<file path="config.mk">
export PLATFORM = sky130hd
export DESIGN_NAME = rle_bgra_line_decoder_unit
export DESIGN_NICKNAME = d
export VERILOG_FILES = /design/src/design/rbld_pkg.sv /design/src/design/rbld_parser.sv /design/src/design/rbld_fifo.sv /design/src/design/rbld_out.sv /design/src/design/rle_bgra_line_decoder_unit.sv
export VERILOG_INCLUDE_DIRS = /design/src /design/src/design
export SDC_FILE = /design/constraint.sdc
export NUM_CORES = 1
export LEC_CHECK = 0
export BUFFER_PORTS_ARGS = -buffer_cell sky130_fd_sc_hd__buf_2
export CORE_MARGIN = 2
export CORE_UTILIZATION = 40
export DETAILED_ROUTE_END_ITERATION = 10
export PLACE_DENSITY = 0.59
export SLEW_MARGIN = 20
export SYNTH_ARGS = -nofsm -noshare
export SYNTH_HDL_FRONTEND = slang
export SYNTH_SLANG_ARGS = --single-unit
</file>
<file path="constraint.sdc">
create_clock -name clk -period 13.9 [get_ports clk]
set_input_delay 1.39 -clock clk [delete_from_list [all_inputs] [get_ports clk]]
set_output_delay 1.39 -clock clk [all_outputs]
set_load 0.02 [all_outputs]
</file>
<file path="src/design/rle_bgra_line_decoder_unit_assert.svh">
// ----------------------------------------------------------------------------
// Assertion macros for the run-length BGRA line decoder
// Shared concurrent check forms, synchronous reset masks each check.
// ----------------------------------------------------------------------------
`ifndef RLE_BGRA_LINE_DECODER_UNIT_ASSERT_SVH
`define RLE_BGRA_LINE_DECODER_UNIT_ASSERT_SVH

// same-cycle implication
`define RBLD_ASSERT_IMP(label, clk, rst, ante, cons, msg) \
  label: assert property (@(posedge clk) disable iff (rst) (ante) |-> (cons)) \
    else $error(msg);

// next-cycle implication
`define RBLD_ASSERT_NXT(label, clk, rst, ante, cons, msg) \
  label: assert property (@(posedge clk) disable iff (rst) (ante) |=> (cons)) \
    else $error(msg);

`endif

</file>
<file path="src/design/rbld_pkg.sv">
// ----------------------------------------------------------------------------
// rbld_pkg
// Shared types of the run-length BGRA line decoder.
// ----------------------------------------------------------------------------
package rbld_pkg;

  typedef struct packed {
    logic [7:0]  blue;
    logic [7:0]  green;
    logic [7:0]  red;
    logic [7:0]  alpha;
    logic [10:0] repeat_count;
    logic        line_end;
  } result_t;

  // queue status reported by the queue to the top level
  typedef struct packed {
    logic full;
    logic not_empty;
  } q_status_t;

endpackage

</file>
<file path="src/design/rbld_parser.sv">
// ----------------------------------------------------------------------------
// rbld_parser
// Front part: takes one compressed byte per cycle while fire is high, tracks
// alignment, run headers, pad bytes and pixel gathering, and issues at most one run word per byte.
// ----------------------------------------------------------------------------
module rbld_parser #(
  parameter int MAX_WIDTH = 4096
) (
  input  logic                clk,
  input  logic                rst,
  input  logic [12:0]         line_width,
  input  logic                fire,
  input  logic [7:0]          data_byte,
  input  logic                line_start,
  output logic                res_valid,
  output rbld_pkg::result_t   res
);

  localparam int          PL_W   = $clog2(MAX_WIDTH + 1);
  localparam logic [12:0] MAX_13 = 13'(MAX_WIDTH);

  localparam logic [2:0] KIND_LIT3 = 3'd2;
  localparam logic [2:0] KIND_VAL3 = 3'd3;
  localparam logic [2:0] KIND_LIT4 = 3'd4;
  localparam logic [2:0] KIND_VAL4 = 3'd5;

  typedef enum logic [2:0] {
    PH_HDR_LO, PH_HDR_HI, PH_PAD, PH_LIT3, PH_VAL3, PH_LIT4, PH_VAL4
  } phase_t;

  phase_t            phase, phase_next;
  logic              parity, parity_next;
  logic [PL_W-1:0]   pixels_left, pixels_left_next;
  logic [10:0]       run_left, run_left_next;
  logic [2:0]        run_kind, run_kind_next;
  logic [1:0]        pad_left, pad_left_next;
  logic [1:0]        byte_in_pixel, byte_in_pixel_next;
  logic [23:0]       gathered, gathered_next;

  logic              res_hit;
  rbld_pkg::result_t res_c;
  logic              do_enter;
  logic              par;
  logic [10:0]       hdr_cnt;
  logic [10:0]       cnt;
  logic              last;
  logic              wide_px;
  logic [1:0]        need;

  always_comb begin
    phase_next         = phase;
    parity_next        = parity;
    pixels_left_next   = pixels_left;
    run_left_next      = run_left;
    run_kind_next      = run_kind;
    pad_left_next      = pad_left;
    byte_in_pixel_next = byte_in_pixel;
    gathered_next      = gathered;
    res_hit            = 1'b0;
    res_c              = '0;
    do_enter           = 1'b0;
    par                = 1'b0;
    hdr_cnt            = {data_byte[2:0], gathered[7:0]};
    cnt                = '0;
    last               = 1'b0;
    wide_px            = (phase == PH_LIT4) || (phase == PH_VAL4);
    need               = wide_px ? 2'd3 : 2'd2;

    // new line: abort any run, restart at offset zero
    if (line_start) begin
      pixels_left_next   = (line_width > MAX_13) ? PL_W'(MAX_WIDTH) : PL_W'(line_width);
      parity_next        = 1'b0;
      run_kind_next      = '0;
      pad_left_next      = '0;
      phase_next         = PH_HDR_LO;
      run_left_next      = '0;
      byte_in_pixel_next = '0;
      gathered_next      = '0;
    end

    if (!(phase_next == PH_HDR_LO && pixels_left_next == '0)) begin
      par         = parity_next;
      parity_next = ~parity_next;
      case (phase_next)
        PH_HDR_LO: begin
          // drop the filler byte at an odd offset
          if (!par) begin
            gathered_next = {16'd0, data_byte};
            phase_next    = PH_HDR_HI;
          end
        end
        PH_HDR_HI: begin
          hdr_cnt = {data_byte[2:0], gathered_next[7:0]};
          if ({2'b00, hdr_cnt} > 13'(pixels_left_next)) begin
            cnt = 11'(pixels_left_next);
          end else begin
            cnt = hdr_cnt;
          end
          run_kind_next      = data_byte[7:5];
          pad_left_next      = data_byte[4:3];
          pixels_left_next   = pixels_left_next - PL_W'(cnt);
          run_left_next      = cnt;
          gathered_next      = '0;
          byte_in_pixel_next = '0;
          if (data_byte[4:3] != 2'd0) begin
            phase_next = PH_PAD;
          end else begin
            do_enter = 1'b1;
          end
        end
        PH_PAD: begin
          pad_left_next = pad_left_next - 2'd1;
          if (pad_left_next == 2'd0) begin
            do_enter = 1'b1;
          end
        end
        PH_LIT3, PH_VAL3, PH_LIT4, PH_VAL4: begin
          if (byte_in_pixel_next < need) begin
            gathered_next = gathered_next | (24'(data_byte) << {byte_in_pixel_next, 3'b000});
            byte_in_pixel_next = byte_in_pixel_next + 2'd1;
          end else begin
            if (wide_px) begin
              res_c.alpha = gathered_next[7:0];
              res_c.blue  = gathered_next[15:8];
              res_c.green = gathered_next[23:16];
            end else begin
              res_c.blue  = gathered_next[7:0];
              res_c.green = gathered_next[15:8];
              res_c.alpha = 8'hff;
            end
            res_c.red          = data_byte;
            byte_in_pixel_next = '0;
            gathered_next      = '0;
            if (phase_next == PH_LIT3 || phase_next == PH_LIT4) begin
              run_left_next = run_left_next - 11'd1;
              last          = (run_left_next == 11'd0);
              if (last) begin
                phase_next = PH_HDR_LO;
              end
              res_hit            = 1'b1;
              res_c.repeat_count = 11'd1;
              res_c.line_end     = last && (pixels_left_next == '0);
            end else begin
              cnt           = run_left_next;
              run_left_next = '0;
              phase_next    = PH_HDR_LO;
              res_hit            = (cnt != 11'd0);
              res_c.repeat_count = cnt;
              res_c.line_end     = (pixels_left_next == '0);
            end
          end
        end
        default: begin
          run_left_next      = '0;
          byte_in_pixel_next = '0;
          gathered_next      = '0;
          phase_next         = PH_HDR_LO;
        end
      endcase

      // header and pads done: start the data part of the run
      if (do_enter) begin
        byte_in_pixel_next = '0;
        gathered_next      = '0;
        case (run_kind_next)
          KIND_LIT3: begin
            if (run_left_next == 11'd0) begin
              phase_next = PH_HDR_LO;
            end else begin
              phase_next = PH_LIT3;
            end
          end
          KIND_VAL3: begin
            phase_next = PH_VAL3;
          end
          KIND_LIT4: begin
            if (run_left_next == 11'd0) begin
              phase_next = PH_HDR_LO;
            end else begin
              phase_next = PH_LIT4;
            end
          end
          KIND_VAL4: begin
            phase_next = PH_VAL4;
          end
          default: begin
            // skipped pixels come out as zeros right away
            cnt                = run_left_next;
            run_left_next      = '0;
            phase_next         = PH_HDR_LO;
            res_hit            = (cnt != 11'd0);
            res_c              = '0;
            res_c.repeat_count = cnt;
            res_c.line_end     = (pixels_left_next == '0);
          end
        endcase
      end
    end
  end

  assign res_valid = fire && res_hit;
  assign res       = res_c;

  always_ff @(posedge clk) begin
    if (rst) begin
      phase         <= PH_HDR_LO;
      parity        <= 1'b0;
      pixels_left   <= '0;
      run_left      <= '0;
      run_kind      <= '0;
      pad_left      <= '0;
      byte_in_pixel <= '0;
      gathered      <= '0;
    end else if (fire) begin
      phase         <= phase_next;
      parity        <= parity_next;
      pixels_left   <= pixels_left_next;
      run_left      <= run_left_next;
      run_kind      <= run_kind_next;
      pad_left      <= pad_left_next;
      byte_in_pixel <= byte_in_pixel_next;
      gathered      <= gathered_next;
    end
  end

endmodule

</file>
<file path="src/design/rbld_fifo.sv">
// ----------------------------------------------------------------------------
// rbld_fifo
// Short run-word queue between the parser and the output stage.
// ----------------------------------------------------------------------------
module rbld_fifo #(
  parameter int DEPTH = 4
) (
  input  logic                  clk,
  input  logic                  rst,
  input  logic                  wr,
  input  rbld_pkg::result_t     wr_data,
  input  logic                  rd,
  output rbld_pkg::result_t     rd_data,
  output rbld_pkg::q_status_t   status
);

  localparam int AW = (DEPTH > 1) ? $clog2(DEPTH) : 1;
  localparam int CW = $clog2(DEPTH + 1);

  rbld_pkg::result_t mem [DEPTH];
  logic [AW-1:0]     wr_ptr;
  logic [AW-1:0]     rd_ptr;
  logic [CW-1:0]     count;

  assign rd_data          = mem[rd_ptr];
  assign status.full      = (count == CW'(DEPTH));
  assign status.not_empty = (count != '0);

  always_ff @(posedge clk) begin
    if (wr) begin
      mem[wr_ptr] <= wr_data;
    end
  end

  always_ff @(posedge clk) begin
    if (rst) begin
      wr_ptr <= '0;
      rd_ptr <= '0;
      count  <= '0;
    end else begin
      if (wr) begin
        wr_ptr <= (wr_ptr == AW'(DEPTH - 1)) ? '0 : wr_ptr + 1'b1;
      end
      if (rd) begin
        rd_ptr <= (rd_ptr == AW'(DEPTH - 1)) ? '0 : rd_ptr + 1'b1;
      end
      case ({wr, rd})
        2'b10:   count <= count + 1'b1;
        2'b01:   count <= count - 1'b1;
        default: count <= count;
      endcase
    end
  end

endmodule

</file>
<file path="src/design/rbld_out.sv">
// ----------------------------------------------------------------------------
// rbld_out
// Back part: holds the oldest run word on the result ports until popped.
// ----------------------------------------------------------------------------
module rbld_out (
  input  logic                clk,
  input  logic                rst,
  input  logic                q_valid,
  input  rbld_pkg::result_t   q_data,
  output logic                q_take,
  input  logic                pop,
  output logic                empty,
  output rbld_pkg::result_t   word
);

  logic              out_valid;
  rbld_pkg::result_t out_data;

  // refill when the slot is free or drains this cycle
  assign q_take = q_valid && (!out_valid || pop);
  assign empty  = !out_valid;
  assign word   = out_data;

  always_ff @(posedge clk) begin
    if (rst) begin
      out_valid <= 1'b0;
    end else if (q_take) begin
      out_valid <= 1'b1;
    end else if (pop) begin
      out_valid <= 1'b0;
    end
  end

  always_ff @(posedge clk) begin
    if (q_take) begin
      out_data <= q_data;
    end
  end

endmodule

</file>
<file path="src/design/rle_bgra_line_decoder_unit.sv">
// ----------------------------------------------------------------------------
// rle_bgra_line_decoder_unit
// Run-length BGRA line decoder: compressed bytes in, pixel run words out.
// Input queue side: push a byte with data_byte/line_start while full is low;
// line_start marks the first byte of a line. Result side: a run word sits on
// blue/green/red/alpha/repeat_count/line_end while empty is low; pop takes it.
// line_width is written through cfg_valid/cfg_data (cfg_ready is always high)
// while the block is idle, a rule for the user that the block does not enforce;
// values above MAX_WIDTH saturate at line start. Throughput: one byte per
// cycle while full is low. The word of a run-ending byte passes the queue,
// then the out stage, to the result ports. When pop stays low the output stage
// and the QUEUE_DEPTH-entry queue fill; full then rises and holds the byte side until a word is popped.
// Reset empties the queue and output stage, sets line_width to 640 and
// leaves no line open: bytes are dropped until one carries line_start.
// ----------------------------------------------------------------------------
`include "rle_bgra_line_decoder_unit_assert.svh"

module rle_bgra_line_decoder_unit #(
  parameter int MAX_WIDTH   = 4096,
  parameter int QUEUE_DEPTH = 4
) (
  input  logic        clk,
  input  logic        rst,
  input  logic        push,
  output logic        full,
  input  logic [7:0]  data_byte,
  input  logic        line_start,
  output logic        empty,
  input  logic        pop,
  output logic [7:0]  blue,
  output logic [7:0]  green,
  output logic [7:0]  red,
  output logic [7:0]  alpha,
  output logic [10:0] repeat_count,
  output logic        line_end,
  input  logic        cfg_valid,
  output logic        cfg_ready,
  input  logic [12:0] cfg_data
);

  logic [12:0]         line_width;
  logic                fire;
  logic                res_valid;
  rbld_pkg::result_t   res;
  rbld_pkg::result_t   q_data;
  rbld_pkg::q_status_t q_stat;
  logic                q_take;
  rbld_pkg::result_t   word;

  assign cfg_ready = 1'b1;
  assign full      = q_stat.full;
  assign fire      = push && !q_stat.full;

  always_ff @(posedge clk) begin
    if (rst) begin
      line_width <= 13'd640;
    end else if (cfg_valid) begin
      line_width <= cfg_data;
    end
  end

  rbld_parser #(.MAX_WIDTH(MAX_WIDTH)) u_parser (
    .clk        (clk),
    .rst        (rst),
    .line_width (line_width),
    .fire       (fire),
    .data_byte  (data_byte),
    .line_start (line_start),
    .res_valid  (res_valid),
    .res        (res)
  );

  rbld_fifo #(.DEPTH(QUEUE_DEPTH)) u_fifo (
    .clk     (clk),
    .rst     (rst),
    .wr      (res_valid),
    .wr_data (res),
    .rd      (q_take),
    .rd_data (q_data),
    .status  (q_stat)
  );

  rbld_out u_out (
    .clk     (clk),
    .rst     (rst),
    .q_valid (q_stat.not_empty),
    .q_data  (q_data),
    .q_take  (q_take),
    .pop     (pop),
    .empty   (empty),
    .word    (word)
  );

  assign blue         = word.blue;
  assign green        = word.green;
  assign red          = word.red;
  assign alpha        = word.alpha;
  assign repeat_count = word.repeat_count;
  assign line_end     = word.line_end;

  `RBLD_ASSERT_IMP(a_count_nonzero, clk, rst, !empty, repeat_count != 11'd0, "empty run word")
  `RBLD_ASSERT_NXT(a_queue_feeds_out, clk, rst, q_stat.not_empty && empty, !empty, "word stuck")
  `RBLD_ASSERT_IMP(a_no_write_when_full, clk, rst, q_stat.full, !res_valid, "queue overrun")

endmodule
</file>
==> results of run 1 <==
[where the power goes]
part	total, mW	leakage (nW)	internal, mW	switching, mW
combinational	0.486	2.21	0.178	0.308
clock	0.791	0.469	0.455	0.336
sequential	1.08	2.29	1.02	0.0574
total	2.35	4.97	1.65	0.702
[cell type report]
cell class / count / area, µm²
multi-input cells: 756 / 5450
clock inverters: 16 / 131
fillers: 3186 / 18900
well taps: 455 / 569
inverters: 45 / 169
repair buffers: 90 / 495
clock buffers: 40 / 830
flip-flops and latches: 300 / 8210
[worst max-delay path, delay by kind of cell]
family          cells  cell delay (ns)
compound gates     10             2.91
buf+inv             6             1.27
xor+xnor            1             0.18
fa+ha+maj           3             0.99
simple gates        2             0.36
mux                 1             0.32
[logic make-up after synthesis]
| kind of cell | Yosys count |
|---|---|
| AOI/OAI and AO/OA | 281 |
| xor gates and xnor gates | 14 |
| adders and majority gates | 33 |
| buffers and inverters | 116 |
| DFF | 300 |
| muxes | 69 |
| other | 1 |
| and+or+nand+nor | 358 |
[synth_stat cells, drive strengths merged (18+ instances only)]
cell type / n
buf: 35
a22oi: 26
nor2: 105
nand2: 100
clkbuf: 36
mux2i: 23
o21ai: 61
a21oi: 90
mux4: 44
a211oi: 18
ha: 31
and2: 18
nor3: 23
edfxtp: 220
inv: 45
dfxtp: 80
nand3: 21
[stage by stage]
stage / area, µm² / std cells
2_1_floorplan: 14100 / 1172
3_5_place_dp: 14900 / 1646
3_3_place_gp: 14900 / 1646
5_1_grt: 15900 / 1702
4_1_cts: 15900 / 1702
6_report: 15900 / 1702
[registers in the layout, indices dropped and copies added, names as in the netlist]
signal,count
u_parser.byte_in_pixel,2
u_parser.pixels_left,13
line_width,13
u_parser.run_kind,3
u_parser.gathered,24
u_parser.pad_left,2
u_parser.parity,1
u_out.out_valid,1
u_parser.run_left,11
u_fifo.rd_ptr,2
u_fifo.mem,176
u_parser.phase,3
u_fifo.wr_ptr,2
u_fifo.count,3
u_out.word,44
[path summary, 6_finish.rpt]
path                                                        endpoint  slack (ns)
worst min-delay path            u_parser.pixels_left[9]$_SDFFE_PP0P_        0.45
worst max-delay path                      u_fifo.mem[2][0]$_DFFE_PP_        6.67
worst min register to register  u_parser.pixels_left[9]$_SDFFE_PP0P_        0.45
worst max register to register            u_fifo.mem[2][0]$_DFFE_PP_        7.70
[metal layers]
metal	vias to the layer above	part of all wire [%]	GRT usage (%)
met5	-	0	0
met3	61	5.4	2.38
met4	0	2.1	4.61
met1	4773	46	27.5
met2	285	47	31.4
li1	4512	-	-
==> results.ini, run 1 <==
[synthesis]
async_reset_ff_share_pct = 0
synth_edf_count = 220
syn_area_mm2 = 0.0141
synth_warnings = 0
synth_compound_area_share_pct = 12.9
synth.net_count = 1232
synth_cell_type_count = 81
yosysTopAreaCellShare_pct = 46.7
synth-xor-area-share_pct = 0.867
synthCells = 1172
synthAdderAreaFrac_pct = 3.02
avgSynthCellArea_um2 = 12.1
ys_seq_elements = 300
yosysSeqAreaShare_pct = 58.0
synth.area.mux_share_pct = 8.82
yosysTopAreaCell = edfxtp_1
synth_top_family_by_area = compound AO/OA/AOI/OAI gates
ys.flop_type = edfxtp_1
synth_area_leaders = edfxtp_1, dfxtp_1, mux4_2
synth_simple_gate_area_share_pct = 12.7

[timing]
worst_pin_slew_ns = 1.14
grt_setup_unrepaired = false
finClkSkew_ns = 0.0128
post-route-min-period_ns = 7.23
setup_ws_ns = 6.67
finalHoldWorstSlack_ns = 0.453
tns_ns = 0
max_freq_ghz = 0.138
min_period_over_period_pct = 52.0
finalHoldViolations = 0
finalSetupViolCount = 0
maxSlewViolCount = 0
slew_headroom_pct = 23.7

[cts]
ctsHoldBuffers = 0
cts_root_buffer = clkbuf_16
cts_buffer_depth = 3
insertion_delay_ns = 0.55
cts_setup_buffers = 0
h-tree-depth = 1
clk_pin_slew_ns = 0.06
cts_buffers = 31
cts_sinks = 300
cts_resized = 0
cts_tree = yes

[place]
pre_cts_ws_ns = 6.23
dp_hpwl_um = 23500
portBuffers = 72
gp_congestion = 0.891

[pwr]
cellPowerDensity_mw_per_mm2 = 148
power_mw = 2.35
leakage_nw = 4.97
ir_worst_vdd_mv = 0.0940

[setup_path]
r2r_cells = 20
crit_arrival_ns = 7.49
critPathMaxFanout = 55
cp_slowest_cell = o41ai_1
startpoint = line_start
crit_type = in -> reg
start_kind = primary input
slowest_delay_ns = 0.58
r2r_start = line_width[12]$_SDFFE_PP0P_
critPathCaptureType = register
path_cells = buf_2 > buf_4 > inv_1 > buf_4 > a21boi_0 > ha_1 > and4_1 > a21oi_1 > a21oi_1 > a211oi_2 > buf_4 > mux2i_1 > ha_1 > inv_1 > fa_1 > a21o_1 > a21oi_1 > o21ai_0 > a2111oi_0 > nor3_1 > a311o_1 > xor2_1 > o41ai_1
cp.required_ns = 14.17

[status]
status = finished, final reports clean

[min_path]
holdCritStartpoint = u_parser.pixels_left[9]$_SDFFE_PP0P_
hold_class = reg -> reg
whs_path_depth = 2

[run]
cap_violations = 0

[detailed_routing]
drt-vias-per-instance = 5.66
wl_um = 35000
vias = 9631
drt_iter0_drc = 966
routedWlPerCell_um = 20.6
first_pass_iters = 6
drc = 0
final_antenna_net_count = 0

[final_layout]
mostFrequentLayoutCells = edfxtp_1, nor2_1, nand2_1
drive_above_1_share_pct = 16.8
fin_util_pct = 45.7
diodes = 0
area_growth_pct = 12.1
nets = 1284
final_common_cell = edfxtp_1

[global_routing]
grt_max_degree = 82
overflow = 0
grt_pass1_wl_um = 55000
antenna_found_initial = 1
grt_pass1_vias = 9344
track_usage_pct = 19.2

[floorplanning]
ioPinCount = 74
initial_core_util_pct = 40.8
die_w_um = 192
dieArea_mm2 = 0.0369
dieHeight_um = 192
rows = 68
coreArea_mm2 = 0.0347

(Power assumes the default switching activity.)
==> inputs of run 2 (changes only) <==
--- a/config.mk
+++ b/config.mk
@@ -6,11 +6,12 @@
 export SDC_FILE = /design/constraint.sdc
 export NUM_CORES = 1
 export LEC_CHECK = 0
+export ABC_AREA = 1
 export BUFFER_PORTS_ARGS = -buffer_cell sky130_fd_sc_hd__buf_2
 export CORE_MARGIN = 2
 export CORE_UTILIZATION = 40
 export DETAILED_ROUTE_END_ITERATION = 10
-export PLACE_DENSITY = 0.59
+export PLACE_DENSITY = 0.61
 export SLEW_MARGIN = 20
 export SYNTH_ARGS = -nofsm -noshare
 export SYNTH_HDL_FRONTEND = slang
==> constraint.sdc (replaced) <==
create_clock -name clk -period 6.3 [get_ports clk]
set_input_delay 0.63 -clock clk [delete_from_list [all_inputs] [get_ports clk]]
set_output_delay 0.63 -clock clk [all_outputs]
set_load 0.02 [all_outputs]
==> run 2 against run 1 <==
Compared with the run above:
- clock skew is 0.017 ns higher
- clock-buffer cell count is 14 higher
- non-clock buffer count up 8
- sequential cell count stayed put
- sequential power up 130%
- global-route usage grew 1.3 points
- largest power group unchanged
- highest routed layer unchanged
==> results.ini, run 2 <==
[status]
status = finished, final reports clean  ; unchanged

[global_routing]
grt_max_degree = 91  ; was 82
overflow = 0  ; unchanged
grt_pass1_vias = 10800  ; was 9,344
antenna_found_initial = 0  ; was 1
track_usage_pct = 20.5  ; was 19.2%
grt_pass1_wl_um = 61400  ; was 55,000 µm

[floorplanning]
dieArea_mm2 = 0.0380  ; was 0.0369 mm²
coreArea_mm2 = 0.0357  ; was 0.0347 mm²
rows = 69  ; was 68
dieHeight_um = 195  ; was 192 µm
initial_core_util_pct = 40.8  ; about the same
ioPinCount = 74  ; unchanged
die_w_um = 195  ; was 192 µm

[cts]
cts_sinks = 300  ; unchanged
cts_tree = yes  ; unchanged
cts_buffer_depth = 3  ; unchanged
cts_buffers = 34  ; was 31
cts_setup_buffers = 0  ; unchanged
clk_pin_slew_ns = 0.06  ; about the same
cts_resized = 0  ; unchanged
h-tree-depth = 2  ; was 1
cts_root_buffer = clkbuf_16  ; unchanged
ctsHoldBuffers = 0  ; unchanged
insertion_delay_ns = 0.54  ; was 0.55 ns

[synthesis]
synth_warnings = 0  ; unchanged
synthCells = 1593  ; was 1,172
async_reset_ff_share_pct = 0  ; unchanged
synth_area_leaders = edfxtp_1, dfxtp_1, nand2_1  ; was edfxtp_1, dfxtp_1, mux4_2
ys_seq_elements = 300  ; unchanged
synth_cell_type_count = 49  ; was 81
ys.flop_type = edfxtp_1  ; unchanged
yosysSeqAreaShare_pct = 56.3  ; was 58.0%
yosysTopAreaCellShare_pct = 45.4  ; was 46.7%
synth_edf_count = 220  ; unchanged
synth.net_count = 1653  ; was 1,232
syn_area_mm2 = 0.0146  ; was 0.0141 mm²
synth.most_common_cell = nand2_1  ; was edfxtp_1
yosysTopAreaCell = edfxtp_1  ; unchanged
avgSynthCellArea_um2 = 9.14  ; was 12.1 µm²
synth_commonest_cells = nand2_1, edfxtp_1, nor2_1, o21ai_0, inv_1  ; was edfxtp_1, nor2_1, nand2_1, a21oi_1, dfxtp_1

[min_path]
holdCritStartpoint = cfg_data[7]  ; was u_parser.pixels_left[9]$_SDFFE_PP0P_
whs_path_depth = 3  ; was 2
min_to = line_width[7]$_SDFFE_PP1P_  ; was u_parser.pixels_left[9]$_SDFFE_PP0P_
hold_class = in -> reg  ; was reg -> reg

[place]
gp_congestion = 0.926  ; was 0.891
dp_hpwl_um = 25500  ; was 23,500 µm
portBuffers = 72  ; unchanged
place_area_mm2 = 0.0154  ; was 0.0149 mm²
dpl.cell_count = 2066  ; was 1,646

[detailed_routing]
drc = 0  ; unchanged
wl_um = 39200  ; was 35,000 µm
final_antenna_net_count = 0  ; unchanged
first_pass_iters = 5  ; was 6
drt_iter0_drc = 1099  ; was 966
vias = 11500  ; was 9,631
drt-vias-per-instance = 5.39  ; was 5.66
routedWlPerCell_um = 18.4  ; was 20.6 µm

[final_layout]
regMostFlops = u_fifo.mem  ; unchanged
final_common_cell = nand2_1  ; was edfxtp_1
fin_util_pct = 46.1  ; was 45.7%
diodes = 0  ; unchanged
final_cell_area_mm2 = 0.0165  ; was 0.0159 mm²
largest_reg_flops = 176  ; unchanged
mostFrequentLayoutCells = nand2_1, edfxtp_1, nor2_1  ; was edfxtp_1, nor2_1, nand2_1
drive_above_1_share_pct = 11.4  ; was 16.8%
nets = 1701  ; was 1,284
final_cells = 2128  ; was 1,702
area_growth_pct = 13.2  ; was 12.1%
nFillCells = 3495  ; was 3,186

[pwr]
leakage_nw = 6.54  ; was 4.97 nW
ir_worst_vdd_mv = 0.287  ; was 0.0940 mV
cellPowerDensity_mw_per_mm2 = 380  ; was 148 mW/mm²

[timing]
grt_setup_unrepaired = false  ; unchanged
max_freq_ghz = 0.188
worst_pin_slew_ns = 1.02  ; was 1.14 ns
finClkSkew_ns = 0.0301  ; was 0.0128 ns
finalHoldViolations = 0  ; unchanged
slew_headroom_pct = 32.2  ; was 23.7%
maxSlewViolCount = 0  ; unchanged
min_period_over_period_pct = 84.2
post-route-min-period_ns = 5.31
finalSetupViolCount = 0  ; unchanged
tns_ns = 0  ; unchanged

[setup_path]
cp.buffers_inverters = 2  ; was 6
cpMostUsedCell = nand2_1
slowest_delay_ns = 0.41  ; was 0.58 ns
start_kind = register  ; was primary input
r2r_slack_ns = 0.99  ; was 7.70 ns
critPathCaptureType = register  ; unchanged
cpLargestDelayFamily = simple AND/OR/NAND/NOR gates  ; was compound AO/OA/AOI/OAI gates
r2r_start = line_width[11]$_SDFFE_PP0P_  ; was line_width[12]$_SDFFE_PP0P_
cp_slowest_cell = a21oi_1  ; was o41ai_1
cp.required_ns = 6.64  ; was 14.17 ns
reg2reg_to = u_fifo.mem[1][0]$_DFFE_PP_  ; was u_fifo.mem[2][0]$_DFFE_PP_
r2r_cells = 27  ; was 20
critPathMaxFanout = 12  ; was 55
crit_type = reg -> reg  ; was in -> reg
crit_arrival_ns = 5.65  ; was 7.49 ns

[run]
cap_violations = 0  ; unchanged

==> run 2: cell count changes after synthesis, sizes merged, moves of 31 or more <==
cell / change
nor2: +94
o22ai: +51
nand3: +44
mux4: -44
clkbuf: +31
o21ai: +126
a21oi: +34
nand2: +188
inv: +91
==> run 2: worst reg2reg max path: stages (launching register included) <==
cell and delay, ns:
dfxtp_1 0.39, nor2_1 0.05, and2_0 0.15, nand2_1 0.07, nand2_2 0.14, a21oi_1 0.41
inv_1 0.13, ha_1 0.30, nand3_1 0.07, nor4_1 0.18, nand2_1 0.27, nand2_1 0.37
nand2_1 0.13, and2_1 0.17, ha_1 0.19, inv_1 0.09, fa_1 0.21, a21oi_1 0.07
o21ai_0 0.27, nand2_1 0.12, nand2_1 0.08, a2bb2oi_1 0.23, nand3_1 0.10, nor4_1 0.21
nand3b_1 0.10, nor3_1 0.24, nand4_1 0.17, nand2_1 0.22
==> run 2: metal layers <==
layer	vias up	GRT usage, %	routed length, µm
met4	0	6.05	1020
met5	-	0	0
li1	5635	-	-
met1	5427	29.6	18800
met3	69	2.52	2070
met2	349	32.5	17400
==> run 2: cell type report <==
class                   instances  area, µm²  area share [%]
multi-input cells            1067       5500            33.3
clock buffers                  54       1010            6.11
repair buffers                 98        581            3.52
clock inverters                 8       93.8           0.569
inverters                     140        526            3.19
well taps                     461        577            3.50
flip-flops and latches        300       8210            49.8
==> run 2: worst max-delay path by stage <==
| stage | startpoint | to | cells after the start |
|---|---|---|---|
| 6_report | line_width[11]$_SDFFE_PP0P_ | u_fifo.mem[1][0]$_DFFE_PP_ | 27 |
| 2_1_floorplan | line_start | u_fifo.mem[3][0]$_DFFE_PP_ | 24 |
| 4_1_cts | line_width[11]$_SDFFE_PP0P_ | u_fifo.mem[1][0]$_DFFE_PP_ | 27 |
| 3_3_place_gp | line_start | u_fifo.mem[3][0]$_DFFE_PP_ | 26 |
| 5_1_grt | line_width[11]$_SDFFE_PP0P_ | u_fifo.mem[3][0]$_DFFE_PP_ | 27 |
| 3_5_place_dp | line_start | u_fifo.mem[1][0]$_DFFE_PP_ | 25 |
==> run 2: cells by family (layout without fill, tap and decap cells) <==
kind of cell,after synthesis,in the layout,synth area share [%]
adder cells (fa/ha/maj),33,33,2.94
AO/OA/AOI/OAI,437,437,17.1
other,1,1,0.0257
XOR/XNOR,16,16,0.962
flip-flops,300,300,56.3
AND/OR/NAND/NOR,580,580,16.4
buffers and inverters,226,300,6.30
==> run 2: power by group <==
| group | switching [mW] | total [mW] | internal, mW |
|---|---|---|---|
| Sequential | 0.0609 | 2.48 | 2.41 |
| Combinational | 1.31 | 1.85 | 0.534 |
| Clock | 0.795 | 1.95 | 1.15 |
| Total | 2.17 | 6.27 | 4.10 |
==> run 2: stage by stage <==
step / hold slack, ns / setup slack [ns] / total power [mW]
floorplan: 0.422 / 1.28 / 3.83
global placement: 0.437 / 0.715 / 4.36
detailed placement: 0.445 / 0.657 / 4.38
CTS: 0.311 / 1.08 / 6.33
global route: 0.324 / 0.328 / 6.61
finish: 0.321 / 0.995 / 6.27
